[config.mk]
export PLATFORM = sky130hd
export DESIGN_NAME = tct_ram
export DESIGN_NICKNAME = d
export VERILOG_FILES = /design/src/sv/tct_ram.sv
export SDC_FILE = /design/constraint.sdc
export NUM_CORES = 1
export LEC_CHECK = 0
export BUFFER_PORTS_ARGS = -buffer_cell sky130_fd_sc_hd__buf_4
export CAP_MARGIN = 10
export CORE_UTILIZATION = 50
export DETAILED_ROUTE_END_ITERATION = 8
export GPL_TIMING_DRIVEN = 1
export PLACE_DENSITY = 0.69
export SLEW_MARGIN = 15
export SYNTH_ARGS = -nofsm -noshare
export SYNTH_HDL_FRONTEND = slang
export SYNTH_SLANG_ARGS = --single-unit
export TNS_END_PERCENT = 5
[constraint.sdc]
create_clock -name clock -period 5.38 [get_ports clock]
set_clock_uncertainty 0.05 [all_clocks]
set_input_delay 1.076 -clock clock [delete_from_list [all_inputs] [get_ports clock]]
set_output_delay 1.076 -clock clock [all_outputs]
set_load 0.01 [all_outputs]
[src/sv/tct_ram.sv]
// Generic single-clock RAM: one write port, one read port, registered read data.
// No dependencies.
module tct_ram #(
   parameter int WIDTH = 8,
   parameter int DEPTH = 64,
   localparam int AW = (DEPTH > 1) ? $clog2(DEPTH) : 1
) (
   input  logic             clock,
   input  logic             wr_en,
   input  logic [AW-1:0]    wr_addr,
   input  logic [WIDTH-1:0] wr_data,
   input  logic             rd_en,
   input  logic [AW-1:0]    rd_addr,
   output logic [WIDTH-1:0] rd_data
);

   logic [WIDTH-1:0] mem_ff [DEPTH];
   logic [WIDTH-1:0] rd_data_ff;

   always_ff @(posedge clock) begin
      if (wr_en) begin
         mem_ff[wr_addr] <= wr_data;
      end
      if (rd_en) begin
         rd_data_ff <= mem_ff[rd_addr];
      end
   end

   assign rd_data = rd_data_ff;

endmodule

Word level (Yosys, flattened, before mapping)
Memory sizes are Yosys's and may differ from the RTL's. A register that Yosys moved wholly into a read port is not among the register bits. Index checks and enable logic that the tools add are counted.

Bits in registers: 0. Bits in writable memories: 512. Bits of input ports: 23. Output and inout bits: 8. Word-level logic and storage cells: 3. Memories kept: 1.

Multiplexer cells: 2.

Memories: mem_ff (words 64, bits a word 8, rd ports 1, clocked after Yosys merged registers in 1, write ports 1, line 17) `logic [WIDTH-1:0] mem_ff [DEPTH];`.

Operators by type and width (count): 1-bit two-way mux (2).

Depth between registers and ports, before layout
Gate-level depths: netlist (run 1).

Depth in word-level cells: 2. Depth in mapped cells: 9. Mapped depth without buffers: 5.

Worst setup path after synthesis (run 1)
Ideal clock, no wire load.

Path type: input to register. From: input port rd_addr[1]. To: register rd_data_ff[3], in the netlist rd_data[3] (read register of mem_ff), data pin. Library setup time: 266 ps. Arrival: 2616 ps. Required time: 5064 ps. Slack: 2448 ps. Cell stages on the path: 7. Buffers on the path: 3. Cell sequence: buf_4 > buf_2 > buf_2 > mux4_2 > mux4_2 > o21ai_1 > o41ai_1.

RTL lines: from (decl) (line 13) `input logic [AW-1:0] rd_addr,`; to (decl) (line 18) `logic [WIDTH-1:0] rd_data_ff;`.

==> results.yml, run 1 <==
place:
  hpwl_mm: 26.3
  place_area_um2: 20900
  io_buffer_count: 30
  pre_cts_ws_ps: 1590
  place_congestion: 0.818
finish:
  drive_gt1_share_pct: 25.6
  nNetsFinal: 1006
  syn_to_final_growth_pct: 12.1
  design_area_um2: 22700
  multi_input_area_um2: 4320
  nFillCells: 2894
  register_area_um2: 15600
  most-common-layout-cells: "edfxtp_1, mux4_2, nor2_1, clkbuf_16, buf_4"
  layout_commonest_cell: "edfxtp_1"
  antenna_cells: 0
  final_util_pct: 57.0
logic_synthesis:
  syn_nets: 963
  ys_ff_latch: 520
  yosysUniqueCellTypes: 39
  synth_async_sr_flop_share_pct: 0
  syn_area_per_cell_um2: 21.5
  synth_edf_count: 520
  seq_area_frac_synth_pct: 77.1
  syn_area_um2: 20200
  synthFlopType: "edfxtp_1"
  yosys_warnings: 0
  synthCells: 940
power_and_ir_drop:
  p_leak_nw: 7.05
  peakVddDrop_uv: 268
  power_density_nw_per_um2: 383
timing:
  finalCritPeriodShare_pct: 59.3
  fmax_ghz: 0.314
  layout_setup_ws_ps: 2190
  timing.setup.tns_ps: 0
  whs_ps: 807
  relSlewSlack_pct: 33.5
  maxSlewViolCount: 0
  min_period_ps: 3190
  setup_viol: 0
  rsz0062_at_grt: "no"
  worstMarginPinSlew_ps: 994
  hold_viol: 0
floorplanning:
  die_y_um: 203
  dieArea_um2: 41300
  rows: 73
  die_x_um: 203
  coreArea_um2: 39800
  initial_core_util_pct: 50.8
  ios: 31
drt:
  drc_errors: 0
  viasPerCell: 6.21
  wl_mm: 44.4
  drt.antenna.violating_nets: 0
  wl_per_cell_um: 28.8
  vias: 9590
  drt_iter0_drc: 1265
  dr.pass1.iters: 7
critical_path:
  worst-r2r-setup-slack_ps: 2980
  cp.arrival_ps: 3450
  cp_max_fo: 42
  cp-start-kind: "input port"
  crit_type: "in -> reg"
  required_ps: 5640
  end_kind: "flip-flop"
clock_tree:
  htreeDepth: 2
  cts.clk_slew.worst_paths_ps: 60
  cts_tree: "done"
  cts_made_buffers: 50
  cts_hold_buf: 0
  cts_setup_buffers: 0
  clock-sinks: 520
  root_buffer: "clkbuf_16"
  clockBufferDepth: 3
  postCtsResizedCells: 0
  clk_latency_ps: 580
global_route:
  overflow: 0
  grt_pass1_wl_mm: 65.8
  antenna_found_initial: 0
  grtUsageTotal_pct: 22.2
  grt_pass1_vias: 9684
  grt_max_degree: 65
worst_hold_path:
  hp-class: "in -> reg"
outcome:
  status: "complete, no violations"
flow_run:
  drv_cap: 0
## metrics by stage
step / total power, mW / std cells
finish: 8.68 / 1544
CTS: 8.73 / 1544
global placement: 5.00 / 1456
detailed placement: 5.00 / 1456
floorplan: 4.83 / 940
global route: 8.88 / 1544
## cell usage after synthesis, types with 3 or more instances
master | instances | share of area [%]
edfxtp_1 | 520 | 77
mux4_2 | 126 | 14
nor2_1 | 83 | 1.5
mux2i_1 | 23 | 1.1
nand2_1 | 19 | 0.35
clkbuf_1 | 17 | 0.32
nor2b_1 | 14 | 0.43
buf_4 | 13 | 0.48
mux2_2 | 13 | 0.72
nand3_1 | 13 | 0.32
buf_2 | 11 | 0.27
o221ai_1 | 8 | 0.35
o22ai_1 | 8 | 0.25
nand2b_1 | 7 | 0.22
nor3_1 | 7 | 0.17
a221oi_1 | 6 | 0.26
a211oi_1 | 4 | 0.15
buf_1 | 4 | 0.074
buf_6 | 4 | 0.22
a21oi_1 | 3 | 0.074
a22oi_1 | 3 | 0.11
nand3b_1 | 3 | 0.11
o2111ai_1 | 3 | 0.13
o2bb2ai_1 | 3 | 0.13
## sequential cells by signal (all words and copies together) (netlist names)
| signal | count |
|---|---|
| rd_data | 8 |
| mem_ff | 512 |
## logic make-up after synthesis
family	after synthesis	synth area share (%)
AOI/OAI and AO/OA	54	2.06
buffers and inverters	51	1.56
DFF	520	77.1
muxes	162	15.9
and+or+nand+nor	153	3.37
## worst max-delay path, stage by stage
cell and delay (ps):
buf_4 520, buf_4 580, mux4_2 390, mux2_2 280, o311ai_1 450, nand2_1 100
## path summary, 6_finish.rpt
check	depth (start not counted)	startpoint	to
worst max-delay path	6	rd_addr[2]	rd_data[7]
worst min register to register	3	mem_ff[31][6]	rd_data[6]
worst min-delay path	1	rd_en	rd_data[5]
worst max register to register	4	mem_ff[45][2]	rd_data[2]
## power breakdown
part	switching (mW)	internal [mW]
logic	0.251	0.155
clock network	1.46	2.30
registers	0.0164	4.49
## final cells by class
| type | instances | area share, % |
|---|---|---|
| clock buffers | 56 | 5.71 |
| well taps | 525 | 2.89 |
| clock inverters | 32 | 2.05 |
| flip-flops and latches | 520 | 68.8 |
| multi-input cells | 369 | 19.0 |
| repair buffers | 42 | 1.53 |
## routing by layer
layer  up-vias  track usage (%)  wire length (um)
met5         -                0                 0
met4         0             7.73              1330
met3        83             3.45              3420
met2       415             33.8             20900
met1      5072             32.9             18800
li1       4020                -                 -
No activity file was read; power rests on OpenSTA's default activity.
==> run 2: changes to the inputs <==
ABC_AREA = 1   (was default)
clock period = 3 ns   (was 5.38 ns; I/O delays follow)
==> run 2 against run 1 <==
Against the previous run:
- sequential cell count stayed put
- combinational power is 130% higher
- clock power is 66% higher
- first-iteration DRC count is 31% higher
- utilization is 0.11 points lower
- setup slack worse by 1200 ps
- sequential power is 79% higher
- highest routed layer is now met5
==> results.yml, run 2 <==
critical_path:
  end_kind: "flip-flop"
  cp-start-kind: "input port"
  cp.arrival_ps: 2240
  crit_type: "in -> reg"
  required_ps: 3250
  cp_max_fo: 9
logic_synthesis:
  synthCells: 1805
  synth_compound_area_share_pct: 0
  synth_top_area_share_pct: 72.9
  yosysUniqueCellTypes: 15
  synth_async_sr_flop_share_pct: 0
  synth.area.mux_share_pct: 0
  seq_area_frac_synth_pct: 72.9
  ys_top_cells_by_area: "edfxtp_1, nand2_1, nand3_1"
  syn_area_um2: 21400
  synth_top_family_by_area: "simple AND/OR/NAND/NOR gates"
  synth_fa_ha_area_share_pct: 0
  syn_nets: 1828
  synth_largest_area_cell: "edfxtp_1"
  synthTopCellsByCount: "nand2_1, edfxtp_1, nand3_1"
  yosys_warnings: 0
  synth.most_common_cell: "nand2_1"
  synthFlopType: "edfxtp_1"
  yosys.area_share.simple_pct: 23.1
  synth-xor-area-share_pct: 0
  synth_edf_count: 520
  ys_ff_latch: 520
  syn_area_per_cell_um2: 11.9
finish:
  syn_to_final_growth_pct: 11.9
  nNetsFinal: 1894
  final_util_pct: 56.9
  drive_gt1_share_pct: 10.5
  layout_commonest_cell: "nand2_1"
  largest_register_ffs: 512
  most-common-layout-cells: "nand2_1, edfxtp_1, nand3_1, buf_4, nor2_1"
  instances_no_fill: 2452
  regMostFlops: "mem_ff"
drt:
  vias: 14200
  viasPerCell: 5.78
  drt_iter0_drc: 1653
  wl_mm: 52.7
  drt.antenna.violating_nets: 0
  wl_per_cell_um: 21.5
  dr.pass1.iters: 6
  drc_errors: 0
floorplanning:
  rows: 75
  ios: 31
  dieArea_um2: 43700
  die_x_um: 209
  die_y_um: 209
  initial_core_util_pct: 50.8
  coreArea_um2: 42100
clock_tree:
  cts_made_buffers: 52
  cts_tree: "done"
  clock-sinks: 520
  cts.clk_slew.worst_paths_ps: 60
  clockBufferDepth: 3
  cts_setup_buffers: 0
  postCtsResizedCells: 0
  clk_latency_ps: 610
  root_buffer: "clkbuf_16"
  htreeDepth: 2
  cts_hold_buf: 0
timing:
  rsz0062_at_grt: "no"
  worstMarginPinSlew_ps: 949
  setup_viol: 0
  fmax_ghz: 0.502
  relSlewSlack_pct: 36.5
  timing.setup.tns_ps: 0
  layout_setup_ws_ps: 1010
  min_period_ps: 1990
  maxSlewViolCount: 0
  hold_viol: 0
  finalCritPeriodShare_pct: 66.4
global_route:
  grt_pass1_wl_mm: 80.6
  overflow: 0
  antenna_found_initial: 2
  grt_pass1_vias: 13600
  grtUsageTotal_pct: 24.5
  grt_max_degree: 96
place:
  io_buffer_count: 30
  placed_cells: 2356
  pre_cts_ws_ps: 504
  hpwl_mm: 30.7
  place_congestion: 0.938
worst_hold_path:
  hp-class: "in -> reg"
flow_run:
  drv_cap: 0
power_and_ir_drop:
  power_density_nw_per_um2: 638
  p_leak_nw: 8.74
  peakVddDrop_uv: 497
outcome:
  status: "complete, no violations"
==> run 2: kinds of logic (layout without fill, tap and decap cells) <==
family	count (synthesis)	after routing
flops	520	520
simple gates	1160	1160
buf+inv	125	232
other cells	0	1
==> run 2: worst paths after layout <==
path / depth (start not counted) / slack (ps) / from / end
setup / recovery: 6 / 1010 / wr_addr[0] / mem_ff[26][0]
hold / removal: 1 / 230 / rd_en / rd_data[2]
setup reg to reg: 8 / 1430 / mem_ff[6][0] / rd_data[0]
hold reg to reg: 8 / 840 / mem_ff[40][4] / rd_data[4]
==> run 2: cell type report <==
| type | count | area, um2 |
|---|---|---|
| Fill cell | 3405 | 18200 |
| Sequential cell | 520 | 15600 |
| Multi-Input combinational cell | 1160 | 4950 |
| Clock buffer | 64 | 1370 |
| Timing Repair Buffer | 125 | 1050 |
| Tap cell | 539 | 674 |
| Clock inverter | 31 | 251 |
| Inverter | 12 | 52.6 |
| Antenna cell | 1 | 2.50 |
==> run 2: per-layer routing <==
metal / global-route usage [%] / routed length (um) / vias up
met3: 5.18 / 5190 / 111
met5: 0 / 17 / -
li1: - / - / 6491
met4: 9.05 / 1550 / 2
met1: 34.7 / 21800 / 6846
met2: 37.6 / 24100 / 712
==> run 2: critical path, cell delays in order <==
cell     delay, ps
buf_4          140
inv_1          200
nand4_1        580
buf_4          400
nor2_1         110
buf_4          190
==> run 2: stage by stage <==
stage | cell area [um2] | power, mW | hold slack, ps
floorplan | 21400 | 8.79 | 649
global placement | 22300 | 9.16 | 809
detailed placement | 22300 | 9.17 | 813
CTS | 24000 | 15.3 | 211
global route | 24000 | 15.7 | 232
finish | 24000 | 15.3 | 227
==> run 2: report_power, final <==
part,internal (mW),leakage (nW),switching (mW)
Clock,3.57,0.800,2.69
Sequential,8.06,4.69,0.0231
Combinational,0.246,3.25,0.703
==> run 3: changes to the inputs <==
PLACE_DENSITY = 0.71   (was 0.69)
clock period = 1.6 ns   (was 3 ns; I/O delays follow)
==> run 3 against run 2 <==
Against the previous run:
- the flow now finishes with violations (setup timing)
- largest cell class unchanged
- routed wire length rose by 3.2%
- largest power group unchanged
- total power rose by 89%
- setup slack got worse by 1100 ps
- non-clock buffer count rose by 83
- via count rose by 3.6%
- register-to-register slack got worse by 1300 ps
- sequential share of layout area fell by 2.8 points
==> results.yml, run 3 (synthesis gave the netlist of run 2 again) <==
outcome:
  status: "finished, violations left"
  violations: "setup timing"
clock_tree:
  htreeDepth: 2
  clock-sinks: 520
  root_buffer: "clkbuf_16"
  clockBufferDepth: 3
  cts_setup_buffers: 0
  clk_latency_ps: 570
  cts_made_buffers: 52
  cts_tree: "done"
  cts.clk_slew.worst_paths_ps: 60
critical_path:
  path_cells: "buf_6"
  cp-start-kind: "flip-flop"
  crit_path_top_delay_cell: "edfxtp_1"
  crit_type: "reg -> out"
  crit_buf_inv: 1
  end_kind: "output pin"
  cp_max_fo: 1
  critPathTopFamily: "flip-flops"
  cpPeakStageDelay_ps: 570
  required_ps: 1230
  cp.arrival_ps: 1340
floorplanning:
  coreArea_um2: 42100
  dieArea_um2: 43700
  die_x_um: 209
  initial_core_util_pct: 50.8
  die_y_um: 209
  ios: 31
  rows: 75
timing:
  maxSlewViolCount: 0
  whs_ps: 128
  setup_viol: 4
  fmax_ghz: 0.583
  rsz0062_at_grt: "yes"
  hold_viol: 0
  finalCritPeriodShare_pct: 107
  layout_setup_ws_ps: -115
  relSlewSlack_pct: 43.6
  worstMarginPinSlew_ps: 846
  min_period_ps: 1710
finish:
  register_area_um2: 15600
  regMostFlops: "mem_ff"
  drive_gt1_share_pct: 14.6
  antenna_cells: 0
  design_area_um2: 25000
  instances_no_fill: 2533
  largest_register_ffs: 512
  most-common-layout-cells: "nand2_1, edfxtp_1, nand3_1, buf_4, nor2_1"
  syn_to_final_growth_pct: 16.9
  nNetsFinal: 1977
  multi_input_area_um2: 5030
  nFillCells: 3277
  layout_commonest_cell: "nand2_1"
worst_hold_path:
  hp-class: "in -> reg"
power_and_ir_drop:
  clkPwrFrac_pct: 40.4
  pwr-share-seq_pct: 52.4
  switchingPower_mw: 6.32
  p_int_mw: 22.6
  p_comb_share_pct: 7.2
  power_density_nw_per_um2: 1160
  swShare_pct: 21.8
  p_leak_nw: 9.28
  peakVddDrop_uv: 1140
drt:
  dr.pass1.iters: 5
  wl_mm: 54.3
  wl_per_cell_um: 21.5
  drt.antenna.violating_nets: 0
  drc_errors: 0
  viasPerCell: 5.79
  drt_iter0_drc: 1755
  vias: 14700
global_route:
  grt_pass1_vias: 14300
  antenna_found_initial: 0
  grt_pass1_wl_mm: 82.6
  overflow: 0
  grt_max_degree: 65
  grtUsageTotal_pct: 25.2
place:
  io_buffer_count: 30
  pre_cts_ws_ps: -478
  place_area_um2: 23400
  hpwl_mm: 34.5
  placed_cells: 2438
  place_congestion: 0.985
flow_run:
  drv_cap: 0
run 3: final timing paths:
check | cells after the start | startpoint | slack [ps] | end
worst max register to register | 8 | mem_ff[59][5] | 110 | rd_data[5]
worst min register to register | 8 | mem_ff[21][5] | 860 | rd_data[5]
worst min-delay path | 1 | wr_data[1] | 130 | mem_ff[29][1]
worst max-delay path | 1 | rd_data[4] | -110 | rd_data[4]
run 3: metrics by stage:
step / TNS (ps) / power, mW / utilization, %
5_1_grt: -318 / 29.8 / 59.4
3_3_place_gp: -7090 / 17.4 / 55.4
2_1_floorplan: -142450 / 16.5 / -
4_1_cts: -262 / 29.1 / 59.4
3_5_place_dp: -20350 / 17.5 / 55.4
6_report: -310 / 28.9 / 59.4
run 3: power by group through the flow:
stage / Clock (mW) / Combinational (mW) / Sequential [mW]
4_1_cts: 11.9 / 2.05 / 15.2
3_3_place_gp: 0 / 2.00 / 15.4
2_1_floorplan: 0 / 1.07 / 15.4
3_5_place_dp: 0 / 2.03 / 15.4
6_report: 11.7 / 2.08 / 15.2
5_1_grt: 12.4 / 2.24 / 15.2
run 3: layer usage:
metal | track usage (%) | vias up | part of all wire (%)
met5 | 0 | - | 0
met4 | 9.41 | 0 | 3.3
met3 | 5.49 | 123 | 9.8
met2 | 41.3 | 729 | 48
met1 | 33.1 | 7154 | 39
li1 | - | 6660 | -
run 3: what timing repair did:
item	4_1_cts	5_1_grt
hold endpoints to repair	3	0
hold buffers	1	0
cloned	0	0
gates resized for setup	5	6
endpoints found under the setup margin	5	10
run 3: layout make-up:
cell class / count / share of cell area [%]
clock buffers: 64 / 5.46
clock inverters: 30 / 1.02
inverters: 12 / 0.210
multi-input cells: 1160 / 20.1
flip-flops and latches: 520 / 62.4
well taps: 539 / 2.69
repair buffers: 208 / 8.14
